===== src/wsfe_pkg.sv =====
package wsfe_pkg;

	localparam logic OP_START   = 1'b0;
	localparam logic OP_PAYLOAD = 1'b1;

	localparam logic [1:0] CFG_FRAME_TYPE  = 2'd0;
	localparam logic [1:0] CFG_MASK_ENABLE = 2'd1;
	localparam logic [1:0] CFG_CAPACITY    = 2'd2;

	localparam logic [6:0]  FRAME_TYPE_RST = 7'd2;
	localparam logic [31:0] CAPACITY_RST   = 32'd65536;

	localparam logic [7:0]  FIN_BIT       = 8'h80;
	localparam logic [31:0] LEN_SHORT_MAX = 32'd125;
	localparam logic [31:0] LEN_MID_MAX   = 32'd65535;
	localparam logic [6:0]  CODE_LEN16    = 7'd126;
	localparam logic [6:0]  CODE_LEN64    = 7'd127;

	localparam logic [3:0] EXT_NONE = 4'd0;
	localparam logic [3:0] EXT_16   = 4'd2;
	localparam logic [3:0] EXT_64   = 4'd8;
	localparam logic [3:0] BASE_HDR = 4'd2;
	localparam logic [3:0] KEY_LEN  = 4'd4;

	typedef struct packed {
		logic        op;
		logic [31:0] payload_length;
		logic [7:0]  data_byte;
	} in_t;

	typedef struct packed {
		logic [7:0] out_byte;
		logic       run_last;
		logic       frame_end;
		logic       overflow;
	} out_t;

	// One queued job: a run of 1..14 bytes for the back end to emit.
	typedef struct packed {
		logic [3:0]  nbytes;
		logic [7:0]  b0;
		logic [7:0]  b1;
		logic [31:0] len;
		logic [3:0]  ext;
		logic        fend;
		logic        ovf;
	} cmd_t;

	function automatic logic [7:0] mask_key(input logic [1:0] idx);
		logic [7:0] k;
		case (idx)
			2'd0: k = 8'ha0;
			2'd1: k = 8'hbc;
			2'd2: k = 8'h62;
			2'd3: k = 8'h9c;
			default: k = 8'h00;
		endcase
		return k;
	endfunction

endpackage


===== src/wsfe_front.sv =====
module wsfe_front (
	input  logic               clk,
	input  logic               arst_n,
	input  logic               cfg_we,
	input  logic [1:0]         cfg_index,
	input  logic [31:0]        cfg_data,
	input  logic               in_valid,
	input  wsfe_pkg::in_t      in_data,
	input  logic               q_full,
	output logic               in_stall,
	output logic               push,
	output wsfe_pkg::cmd_t     push_cmd
);

	logic [6:0]  frame_type_q;
	logic        mask_enable_q;
	logic [31:0] capacity_q;

	logic [31:0] bytes_left_q;
	logic [1:0]  key_index_q;
	logic        frame_open_q;

	logic        accept;
	logic [31:0] len;
	logic [3:0]  ext;
	logic [6:0]  code;
	logic [3:0]  hdr_n;
	logic [33:0] total;
	logic        too_big;
	logic [31:0] left_next;
	logic [7:0]  pay_byte;

	assign in_stall = q_full;
	assign accept   = in_valid && !q_full;
	assign len      = in_data.payload_length;

	always_comb begin
		if (len <= wsfe_pkg::LEN_SHORT_MAX) begin
			ext  = wsfe_pkg::EXT_NONE;
			code = len[6:0];
		end else if (len <= wsfe_pkg::LEN_MID_MAX) begin
			ext  = wsfe_pkg::EXT_16;
			code = wsfe_pkg::CODE_LEN16;
		end else begin
			ext  = wsfe_pkg::EXT_64;
			code = wsfe_pkg::CODE_LEN64;
		end
		hdr_n   = wsfe_pkg::BASE_HDR + ext + (mask_enable_q ? wsfe_pkg::KEY_LEN : 4'd0);
		total   = {2'b00, len} + {30'd0, hdr_n};
		too_big = total > {2'b00, capacity_q};

		left_next = bytes_left_q - 32'd1;
		pay_byte  = in_data.data_byte ^
			(mask_enable_q ? wsfe_pkg::mask_key(key_index_q) : 8'h00);

		push_cmd = '0;
		push_cmd.len = len;
		push_cmd.ext = ext;
		if (in_data.op == wsfe_pkg::OP_START) begin
			if (too_big) begin
				push_cmd.nbytes = 4'd1;
				push_cmd.ovf    = 1'b1;
			end else begin
				push_cmd.nbytes = hdr_n;
				push_cmd.b0     = wsfe_pkg::FIN_BIT | {1'b0, frame_type_q};
				push_cmd.b1     = {mask_enable_q, code};
				push_cmd.fend   = (len == 32'd0);
			end
		end else begin
			push_cmd.nbytes = 4'd1;
			push_cmd.b0     = pay_byte;
			push_cmd.fend   = (left_next == 32'd0);
		end
		push = accept && (in_data.op == wsfe_pkg::OP_START || frame_open_q);
	end

	always_ff @(posedge clk or negedge arst_n) begin
		if (!arst_n) begin
			frame_type_q  <= wsfe_pkg::FRAME_TYPE_RST;
			mask_enable_q <= 1'b0;
			capacity_q    <= wsfe_pkg::CAPACITY_RST;
		end else if (cfg_we) begin
			case (cfg_index)
				wsfe_pkg::CFG_FRAME_TYPE:  frame_type_q  <= cfg_data[6:0];
				wsfe_pkg::CFG_MASK_ENABLE: mask_enable_q <= cfg_data[0];
				wsfe_pkg::CFG_CAPACITY:    capacity_q    <= cfg_data;
				default: ;
			endcase
		end
	end

	always_ff @(posedge clk or negedge arst_n) begin
		if (!arst_n) begin
			bytes_left_q <= '0;
			key_index_q  <= '0;
			frame_open_q <= 1'b0;
		end else if (accept) begin
			if (in_data.op == wsfe_pkg::OP_START) begin
				key_index_q <= '0;
				if (too_big || len == 32'd0) begin
					frame_open_q <= 1'b0;
					bytes_left_q <= '0;
				end else begin
					frame_open_q <= 1'b1;
					bytes_left_q <= len;
				end
			end else if (frame_open_q) begin
				bytes_left_q <= left_next;
				if (left_next == 32'd0) begin
					frame_open_q <= 1'b0;
					key_index_q  <= '0;
				end else begin
					key_index_q <= key_index_q + 2'd1;
				end
			end
		end
	end

endmodule


===== src/wsfe_queue.sv =====
module wsfe_queue #(
	parameter int DEPTH = 4
) (
	input  logic            clk,
	input  logic            arst_n,
	input  logic            push,
	input  wsfe_pkg::cmd_t  push_cmd,
	input  logic            pop,
	output logic            full,
	output logic            head_valid,
	output wsfe_pkg::cmd_t  head_cmd
);

	localparam int PTR_W = (DEPTH > 1) ? $clog2(DEPTH) : 1;
	localparam int CNT_W = $clog2(DEPTH + 1);

	wsfe_pkg::cmd_t    slots_q [DEPTH];
	logic [PTR_W-1:0]  wr_ptr_q;
	logic [PTR_W-1:0]  rd_ptr_q;
	logic [CNT_W-1:0]  count_q;
	logic              do_pop;

	assign full       = (count_q == CNT_W'(DEPTH));
	assign head_valid = (count_q != '0);
	assign head_cmd   = slots_q[rd_ptr_q];
	assign do_pop     = pop && head_valid;

	always_ff @(posedge clk) begin
		if (push && !full) begin
			slots_q[wr_ptr_q] <= push_cmd;
		end
	end

	always_ff @(posedge clk or negedge arst_n) begin
		if (!arst_n) begin
			wr_ptr_q <= '0;
			rd_ptr_q <= '0;
			count_q  <= '0;
		end else begin
			if (push && !full) begin
				wr_ptr_q <= (wr_ptr_q == PTR_W'(DEPTH - 1)) ? '0 : wr_ptr_q + 1'b1;
			end
			if (do_pop) begin
				rd_ptr_q <= (rd_ptr_q == PTR_W'(DEPTH - 1)) ? '0 : rd_ptr_q + 1'b1;
			end
			if ((push && !full) && !do_pop) begin
				count_q <= count_q + 1'b1;
			end else if (!(push && !full) && do_pop) begin
				count_q <= count_q - 1'b1;
			end
		end
	end

endmodule


===== src/wsfe_back.sv =====
module wsfe_back (
	input  logic            clk,
	input  logic            arst_n,
	input  logic            head_valid,
	input  wsfe_pkg::cmd_t  head_cmd,
	output logic            pop,
	input  logic            out_stall,
	output logic            out_valid,
	output wsfe_pkg::out_t  out_data
);

	logic [3:0] idx_q;
	logic       advance;
	logic       last;
	logic [3:0] pos;
	logic [3:0] ext_k;
	logic [1:0] len_sel;
	logic [7:0] ext_byte;
	logic [7:0] byte_sel;
	wsfe_pkg::out_t beat;

	assign advance = !out_valid || !out_stall;
	assign last    = (idx_q == head_cmd.nbytes - 4'd1);
	assign pop     = advance && head_valid && last;

	always_comb begin
		pos     = idx_q - wsfe_pkg::BASE_HDR;
		// position inside the 8-byte big-endian length field
		ext_k   = pos + (wsfe_pkg::EXT_64 - head_cmd.ext);
		len_sel = 2'(3'd7 - ext_k[2:0]);
		ext_byte = (ext_k < 4'd4) ? 8'h00 : head_cmd.len[8*len_sel +: 8];
		if (idx_q == 4'd0) begin
			byte_sel = head_cmd.b0;
		end else if (idx_q == 4'd1) begin
			byte_sel = head_cmd.b1;
		end else if (pos < head_cmd.ext) begin
			byte_sel = ext_byte;
		end else begin
			byte_sel = wsfe_pkg::mask_key(2'(pos - head_cmd.ext));
		end
		beat.out_byte  = byte_sel;
		beat.run_last  = last;
		beat.frame_end = last && head_cmd.fend;
		beat.overflow  = head_cmd.ovf;
	end

	always_ff @(posedge clk) begin
		if (advance && head_valid) begin
			out_data <= beat;
		end
	end

	always_ff @(posedge clk or negedge arst_n) begin
		if (!arst_n) begin
			out_valid <= 1'b0;
			idx_q     <= '0;
		end else if (advance) begin
			out_valid <= head_valid;
			if (head_valid) begin
				idx_q <= last ? 4'd0 : idx_q + 4'd1;
			end
		end
	end

endmodule


===== src/websocket_frame_encoder.sv =====
// Channel   Direction  Payload            Handshake
// cfg       in         cfg_index/data     cfg_we, no wait
// in        in         wsfe_pkg::in_t     in_valid / in_stall
// out       out        wsfe_pkg::out_t    out_valid / out_stall
//
// Front end takes one beat per cycle while the command queue has room; the
// header check (length code, capacity compare) and the payload XOR happen there.
// Back end emits one output beat per cycle while out_stall is low: a start beat
// expands to 2 to 14 bytes (1 on overflow), a payload beat to 1, so payload
// streams at one byte/cycle, a rate set by the back end's single output port.
// arst_n clears the queue, the frame state and the output valid; registers
// return to frame_type 2, mask off, capacity 65536.
// out_stall only holds the back end; the front keeps taking beats until the
// queue (QUEUE_DEPTH entries) fills, then raises in_stall.
module websocket_frame_encoder #(
	parameter int QUEUE_DEPTH = 4
) (
	input  logic            clk,
	input  logic            arst_n,
	input  logic            cfg_we,
	input  logic [1:0]      cfg_index,
	input  logic [31:0]     cfg_data,
	input  logic            in_valid,
	output logic            in_stall,
	input  wsfe_pkg::in_t   in_data,
	output logic            out_valid,
	input  logic            out_stall,
	output wsfe_pkg::out_t  out_data
);

	logic           q_full;
	logic           push;
	wsfe_pkg::cmd_t push_cmd;
	logic           pop;
	logic           head_valid;
	wsfe_pkg::cmd_t head_cmd;

	// accept, classify, keep frame state
	wsfe_front u_front (
		.clk       (clk),
		.arst_n    (arst_n),
		.cfg_we    (cfg_we),
		.cfg_index (cfg_index),
		.cfg_data  (cfg_data),
		.in_valid  (in_valid),
		.in_data   (in_data),
		.q_full    (q_full),
		.in_stall  (in_stall),
		.push      (push),
		.push_cmd  (push_cmd)
	);

	// decouples the two sides
	wsfe_queue #(
		.DEPTH (QUEUE_DEPTH)
	) u_queue (
		.clk        (clk),
		.arst_n     (arst_n),
		.push       (push),
		.push_cmd   (push_cmd),
		.pop        (pop),
		.full       (q_full),
		.head_valid (head_valid),
		.head_cmd   (head_cmd)
	);

	// expand each command into bytes, registered output
	wsfe_back u_back (
		.clk        (clk),
		.arst_n     (arst_n),
		.head_valid (head_valid),
		.head_cmd   (head_cmd),
		.pop        (pop),
		.out_stall  (out_stall),
		.out_valid  (out_valid),
		.out_data   (out_data)
	);

	// the error beat stands alone and never closes a frame
	a_ovf_alone: assert property (@(posedge clk) disable iff (!arst_n)
		out_valid && out_data.overflow |-> out_data.run_last && !out_data.frame_end)
		else $error("overflow beat not a lone run");

	a_fend_last: assert property (@(posedge clk) disable iff (!arst_n)
		out_valid && out_data.frame_end |-> out_data.run_last)
		else $error("frame_end without run_last");

	// a pop always comes from a non-empty queue
	a_pop_valid: assert property (@(posedge clk) disable iff (!arst_n)
		pop |-> head_valid)
		else $error("pop from empty queue");

endmodule


===== config.mk =====
export PLATFORM = sky130hd
export DESIGN_NAME = websocket_frame_encoder
export DESIGN_NICKNAME = d
export VERILOG_FILES = /design/src/wsfe_pkg.sv /design/src/wsfe_front.sv /design/src/wsfe_queue.sv /design/src/wsfe_back.sv /design/src/websocket_frame_encoder.sv
export SDC_FILE = /design/constraint.sdc
export NUM_CORES = 1
export LEC_CHECK = 0
export BUFFER_PORTS_ARGS = -buffer_cell sky130_fd_sc_hd__buf_2
export CORE_MARGIN = 5
export CORE_UTILIZATION = 65
export CTS_CLUSTER_DIAMETER = 40
export DETAILED_ROUTE_END_ITERATION = 16
export GPL_TIMING_DRIVEN = 0
export PLACE_DENSITY = 0.8
export SYNTH_ARGS = -nofsm -noshare
export SYNTH_HDL_FRONTEND = slang
export SYNTH_SLANG_ARGS = --single-unit
export TNS_END_PERCENT = 1

===== constraint.sdc =====
create_clock -name clk -period 7.2 [get_ports clk]
set_input_delay 0.36 -clock clk [delete_from_list [all_inputs] [get_ports clk]]
set_output_delay 0.36 -clock clk [all_outputs]
set_load 0.01 [all_outputs]

==> results of run 1 <==
-- logic make-up (layout without fill, tap and decap cells) --
family,after synthesis,in the layout,synth area share (%)
muxes,109,109,12.1
and+or+nand+nor,336,336,11.3
adders and majority gates,62,62,5.02
buffers and inverters,119,290,3.21
AOI/OAI and AO/OA,185,185,8.03
xor gates and xnor gates,52,52,2.84
DFF,322,322,57.5
-- per-stage QoR --
stage	instance area (µm²)	instances	TNS [ns]	hold WS, ns
floorplan	16100	1185	0	0.0644
global placement	16900	1601	-59.42	0.472
detailed placement	17000	1602	-69.92	0.444
CTS	18400	1680	0	0.0506
global route	18400	1680	0	0.0649
finish	18400	1680	0	0.0652
-- power by group --
part	internal (mW)	total (mW)	switching (mW)	leakage, nW
clock	1.29	2.10	0.807	0.688
sequential	2.57	2.86	0.293	3.21
combinational	1.15	2.84	1.68	3.07
total	5.02	7.80	2.78	6.97
-- cell usage in the layout, fill, tap and decap left out, drive strengths merged, types with 6 or more instances in the layout --
cell / instances
o22ai: 10
edfxtp: 235
nand4b: 6
nand2b: 6
ha: 58
nand4: 25
nor3: 27
or2: 6
or3: 10
a21o: 9
a21oi: 33
inv: 67
nor2: 81
nand3: 35
mux2: 44
a211o: 9
nor4: 17
a32oi: 7
clkinv: 15
buf: 108
a21boi: 15
and4: 6
and3: 16
nand2: 62
o31ai: 6
dfrtp: 85
mux4: 63
a221o: 12
clkbuf: 92
o21ai: 47
nor2b: 8
xnor2: 32
xor2: 20
and2: 10
a211oi: 7
-- layer usage --
metal / share of wire [%] / track usage, % / vias to the layer above
li1: - / - / 4831
met5: 0 / 0 / -
met3: 9.3 / 5.61 / 134
met4: 5.0 / 13.3 / 0
met1: 37 / 42.5 / 5588
met2: 48 / 51.1 / 678
-- cell type report --
type	count	area, µm²
plain buffers	55	277
clock buffers	52	1120
clock inverters	25	285
fillers	1448	5930
inverters	64	240
multi-input cells	744	6330
flip-flops and latches	322	9240
well taps	324	405
repair buffers	94	500
-- sequential cells by signal (all words and copies together) (netlist names) --
name and count:
u_front.capacity_q 32, u_front.mask_enable_q 1, u_front.key_index_q 2, u_back.out_valid 1, u_front.frame_open_q 1, u_back.idx_q 4
u_queue.slots_q 224, u_queue.count_q 3, u_back.out_data 11, u_front.frame_type_q 7, u_front.bytes_left_q 32, u_queue.rd_ptr_q 2
u_queue.wr_ptr_q 2
-- path summary, 6_finish.rpt --
path,end,from,cells after the start
min in group asynchronous,u_front.capacity_q[12]$_DFFE_PN0P_,arst_n,2
max in group asynchronous,u_front.frame_type_q[1]$_DFFE_PN1P_,arst_n,3
worst max register to register,u_front.bytes_left_q[2]$_DFFE_PN0P_,u_front.mask_enable_q$_DFFE_PN0P_,17
worst min register to register,u_front.capacity_q[24]$_DFFE_PN0P_,u_front.capacity_q[24]$_DFFE_PN0P_,1
worst min-delay path,u_front.capacity_q[19]$_DFFE_PN0P_,cfg_data[19],2
worst max-delay path,u_front.bytes_left_q[2]$_DFFE_PN0P_,in_data[32],22
-- critical path: stages --
cell      delay [ns]
buf_2           0.14
clkbuf_1        0.26
nor4_1          0.33
nand4_1         0.38
nor2_1          0.61
ha_1            0.26
xor2_1          0.11
ha_1            0.36
a21oi_1         0.09
a21oi_1         0.42
nor2b_1         0.24
buf_2           0.25
nand4_1         0.20
xnor2_1         0.18
ha_1            0.30
nand4_1         0.23
nor4_2          0.70
a21boi_0        0.70
o31ai_2         0.35
and3_1          0.26
clkbuf_1        0.29
a221o_2         0.46
-- timing repair --
action                                  4_1_cts  5_1_grt
hold endpoints to repair                     45        0
endpoints found under the setup margin       86       48
buffers inserted                              0        0
hold buffers                                  1        0
resized for setup                             2        3
==> reports/metrics.cfg, run 1 <==
[status]
status=finished clean

[timing]
skew_ns=0.0144
clock.fmax_mhz=141
maxSlewHeadroom_pct=26.3
setup_ws_ns=0.106
slew_viol_final=0
finalCritPeriodShare_pct=98.5
setup_viol=0
hold_violations=0
tightest_slew_ns=1.10
rsz0062_at_grt=no
fin_crit_ns=7.09

[detailed_routing]
avgRoutedWirePerCell_um=26.2
viasPerCell=6.69
drtIter0Drc=1252
ant_nets=0
via_count=11231
first_pass_iters=5
drcViolationCount=0
routed_wl_um=44000

[logic_synthesis]
ys_async_sr_fraction_pct=27.0
synth_nets=1327
netlist_top_cells_count=235 x edfxtp_1, 85 x dfrtp_1, 79 x nor2_1
post_synth_main_area_contributors=edfxtp_1 44%, dfrtp_1 13%, mux4_2 8.8%
yosysTopAreaCell=edfxtp_1
syn_inst=1185
yosysTopAreaCellShare_pct=44.0
synth_edf_count=235
yosys_register_bits=322
synth-main-ff-cell=edfxtp_1
synth_area_um2=16100
synth_area_per_cell_um2=13.5
yosysSeqAreaShare_pct=57.5
yosysMostFrequentCell=edfxtp_1
yosysUniqueCellTypes=80
yosysWarnings=0

[clock_network]
cts_tree=done
cts_max_level=2
clockRootBuffer=clkbuf_16
cts_buffer_depth=3
clk_pin_slew_worst_paths_ns=0.05
cts_buffers=42
cts.sinks=322
worstSkewPairLatency_ns=0.52

[die]
start_util_pct=66.0
die_area_um2=27900
coreArea_um2=24300
fp.dieW_um=167
die_y_um=167
fp-row-count=57
io_pins=93

[power]
leakage_nw=6.97
total_power_mw=7.80
ir_drop_uv=286
power_density_nw_per_um2=424

[global_routing]
grt_pass1_wl_um=67100
grt_pass1_vias=11303
overflow=0
grtUsageTotal_pct=31.4
antenna_found_initial=1
grt_max_degree=57

[placement]
place_ws_ns=-0.838
io_buffers=92
gp_congestion=0.991
dp_hpwl_um=28900

[worst_hold_path]
min_path_type=input port to flip-flop

[setup_path]
worstPathArrival_ns=7.49
path_class=input port to flip-flop
rrSetupSlack_ns=1.16
cp.required_ns=7.59
path_max_fanout=10
startpoint_type=input port
end_kind=flip-flop

[cells_and_area]
n_antenna_cell=0
drive_above_1_share_pct=23.6
syn2layout_area_growth_pct=14.6
final_util_pct=75.6
final_nets=1465

[run]
maxCapViolCount=0

(Power assumes the default switching activity.)
==> run 2, diff against run 1 <==
--- a/config.mk
+++ b/config.mk
@@ -11,6 +11,7 @@
 export CTS_CLUSTER_DIAMETER = 40
 export DETAILED_ROUTE_END_ITERATION = 16
 export GPL_TIMING_DRIVEN = 0
+export HOLD_SLACK_MARGIN = 0.12
 export PLACE_DENSITY = 0.8
 export SYNTH_ARGS = -nofsm -noshare
 export SYNTH_HDL_FRONTEND = slang
==> reports/metrics.cfg, run 2 (synthesis gave the netlist of run 1 again) <==
[status]
status=finished clean

[setup_path]
path_class=input port to flip-flop
worstPathArrival_ns=7.31  ; -0.18 ns
path_max_fanout=10  ; unchanged
end_kind=flip-flop
cp.required_ns=7.42  ; -0.17 ns
startpoint_type=input port

[power]
power_density_nw_per_um2=417  ; -1.6%
pwr-share-seq_pct=36.6  ; about the same
ir_drop_uv=287  ; about the same
switching_share_pct=35.7  ; +0.067 points
pwr-share-comb_pct=36.6  ; +0.2 points
clockPowerShare_pct=26.8  ; about the same
p_switching_mw=2.80  ; +0.61%
leakage_nw=7.13  ; +2.3%
p_int_mw=5.03  ; +0.31%

[cells_and_area]
regMostFlops=u_queue.slots_q
final_util_pct=77.2  ; +1.6 points
final_common_cell=edfxtp_1
largestRegisters=u_queue.slots_q: 224 flops, u_front.bytes_left_q: 32 flops, u_front.capacity_q: 32 flops
final_nets=1503  ; +2.6%
syn2layout_area_growth_pct=17.0
largest_reg_flops=224  ; unchanged
drive_above_1_share_pct=23.0  ; -0.64 points
layout_common_cells=235 x edfxtp_1, 101 x buf_2, 85 x dfrtp_1

[global_routing]
grt_pass1_vias=11619  ; +2.8%
overflow=0  ; unchanged
grt_max_degree=57  ; unchanged
antenna_found_initial=0  ; -1
grt_pass1_wl_um=69300  ; +3.2%
grtUsageTotal_pct=32.5  ; +1.1 points

[placement]
io_buffers=92  ; unchanged
dp_hpwl_um=28900  ; unchanged
place_ws_ns=-0.838  ; unchanged
gp_congestion=0.991  ; unchanged

[worst_hold_path]
min_path_type=input port to flip-flop

[detailed_routing]
drtIter0Drc=1240  ; -0.96%
first_pass_iters=5  ; unchanged
via_count=11488  ; +2.3%
drcViolationCount=0  ; unchanged
routed_wl_um=45400  ; +3.2%
ant_nets=0  ; unchanged
viasPerCell=6.68  ; about the same
avgRoutedWirePerCell_um=26.4  ; +0.84%

[die]
fp-row-count=57  ; unchanged
coreArea_um2=24300  ; unchanged
io_pins=93  ; unchanged
die_y_um=167  ; unchanged
die_area_um2=27900  ; unchanged
fp.dieW_um=167  ; unchanged
start_util_pct=66.0  ; unchanged

[timing]
setup_viol=0  ; unchanged
slew_viol_final=0  ; unchanged
skew_ns=0.0167  ; +0.00231 ns
maxSlewHeadroom_pct=25.4  ; -0.89 points
fin_crit_ns=7.10  ; +0.00162 ns
hold_slack_ns=0.152  ; +0.0870 ns
rsz0062_at_grt=no
finalCritPeriodShare_pct=98.6  ; about the same
tightest_slew_ns=1.12  ; +0.0134 ns
hold_violations=0  ; unchanged
setup_ws_ns=0.104  ; -0.00162 ns
clock.fmax_mhz=141  ; about the same

[clock_network]
worstSkewPairLatency_ns=0.53  ; about the same
cts_max_level=2  ; unchanged
clockRootBuffer=clkbuf_16
cts_buffer_depth=3  ; unchanged
clk_pin_slew_worst_paths_ns=0.06  ; about the same
cts_buffers=42  ; unchanged
cts.sinks=322  ; unchanged
cts_tree=done
postCtsSetupRepairBufs=0  ; unchanged

[run]
maxCapViolCount=0  ; unchanged

==> run 2: cell count changes in the layout (fill, tap and decap cells not counted) <==
cell           before  now
dlygate4sd3_1       1   39
diode_2             0    1
==> run 2: critical path: stages <==
cell and delay (ns):
buf_2 0.13, clkbuf_1 0.25, nor4_1 0.33, nand4_1 0.39, nor2_1 0.58, ha_1 0.25, xor2_1 0.11, ha_1 0.36
a21oi_1 0.09, a21oi_1 0.43, nor2b_1 0.24, buf_2 0.27, nand4_1 0.20, xnor2_1 0.18, ha_1 0.30, nand4_1 0.23
nor4_2 0.67, a21boi_0 0.69, o31ai_2 0.35, clkbuf_8 0.28, a21oi_1 0.39, a21oi_1 0.21
==> run 2: worst paths after layout <==
| kind | startpoint | endpoint | slack, ns | cells after the start |
|---|---|---|---|---|
| worst max register to register | u_front.mask_enable_q$_DFFE_PN0P_ | u_queue.slots_q[0][53]$_DFFE_PP_ | 1.13 | 17 |
| min in group asynchronous | arst_n | u_front.capacity_q[12]$_DFFE_PN0P_ | 0.43 | 2 |
| max in group asynchronous | arst_n | u_front.frame_type_q[1]$_DFFE_PN1P_ | 6.04 | 3 |
| worst max-delay path | in_data[32] | u_queue.slots_q[0][53]$_DFFE_PP_ | 0.10 | 22 |
| worst min register to register | u_front.capacity_q[20]$_DFFE_PN0P_ | u_front.capacity_q[20]$_DFFE_PN0P_ | 0.50 | 1 |
| worst min-delay path | in_data[22] | u_queue.slots_q[0][20]$_DFFE_PP_ | 0.15 | 1 |
==> run 2: what timing repair did <==
action,4_1_cts,5_1_grt
gates resized for setup,2,3
endpoints found under the hold margin,106,0
cloned,0,0
hold buffers,39,0
setup endpoints to repair,86,56
==> run 2: stage by stage <==
stage	cells	area, µm²	TNS (ns)	power (mW)
after floorplan	1185	16100	0	4.73
after global routing	1718	18800	0	8.18
final	1719	18800	0	7.83
after detailed placement	1602	17000	-69.92	5.59
after CTS	1718	18800	0	7.78
after global placement	1601	16900	-59.42	5.50
==> run 2: per-layer routing <==
| metal | up-vias | share of wire (%) | track usage, % |
|---|---|---|---|
| met4 | 0 | 5.5 | 14.9 |
| met3 | 146 | 9.5 | 6.39 |
| li1 | 4907 | - | - |
| met5 | - | 0 | 0 |
| met2 | 762 | 48 | 52.8 |
| met1 | 5673 | 37 | 43.0 |
==> run 2: power groups by stage <==
stage          clock, mW  combinational (mW)  sequential [mW]
6_report            2.10                2.87             2.86
5_1_grt             2.20                3.08             2.90
4_1_cts             2.11                2.83             2.85
3_5_place_dp           0                2.73             2.86
3_3_place_gp           0                2.65             2.85
2_1_floorplan          0                1.93             2.80
==> run 2: cell type report <==
| class | count | area, µm² |
|---|---|---|
| plain buffers | 55 | 277 |
| well taps | 324 | 405 |
| clock inverters | 25 | 285 |
| inverters | 64 | 240 |
| clock buffers | 52 | 1120 |
| flip-flops and latches | 322 | 9240 |
| fillers | 1376 | 5550 |
| repair buffers | 132 | 881 |
| diodes | 1 | 2.50 |
| multi-input cells | 744 | 6330 |
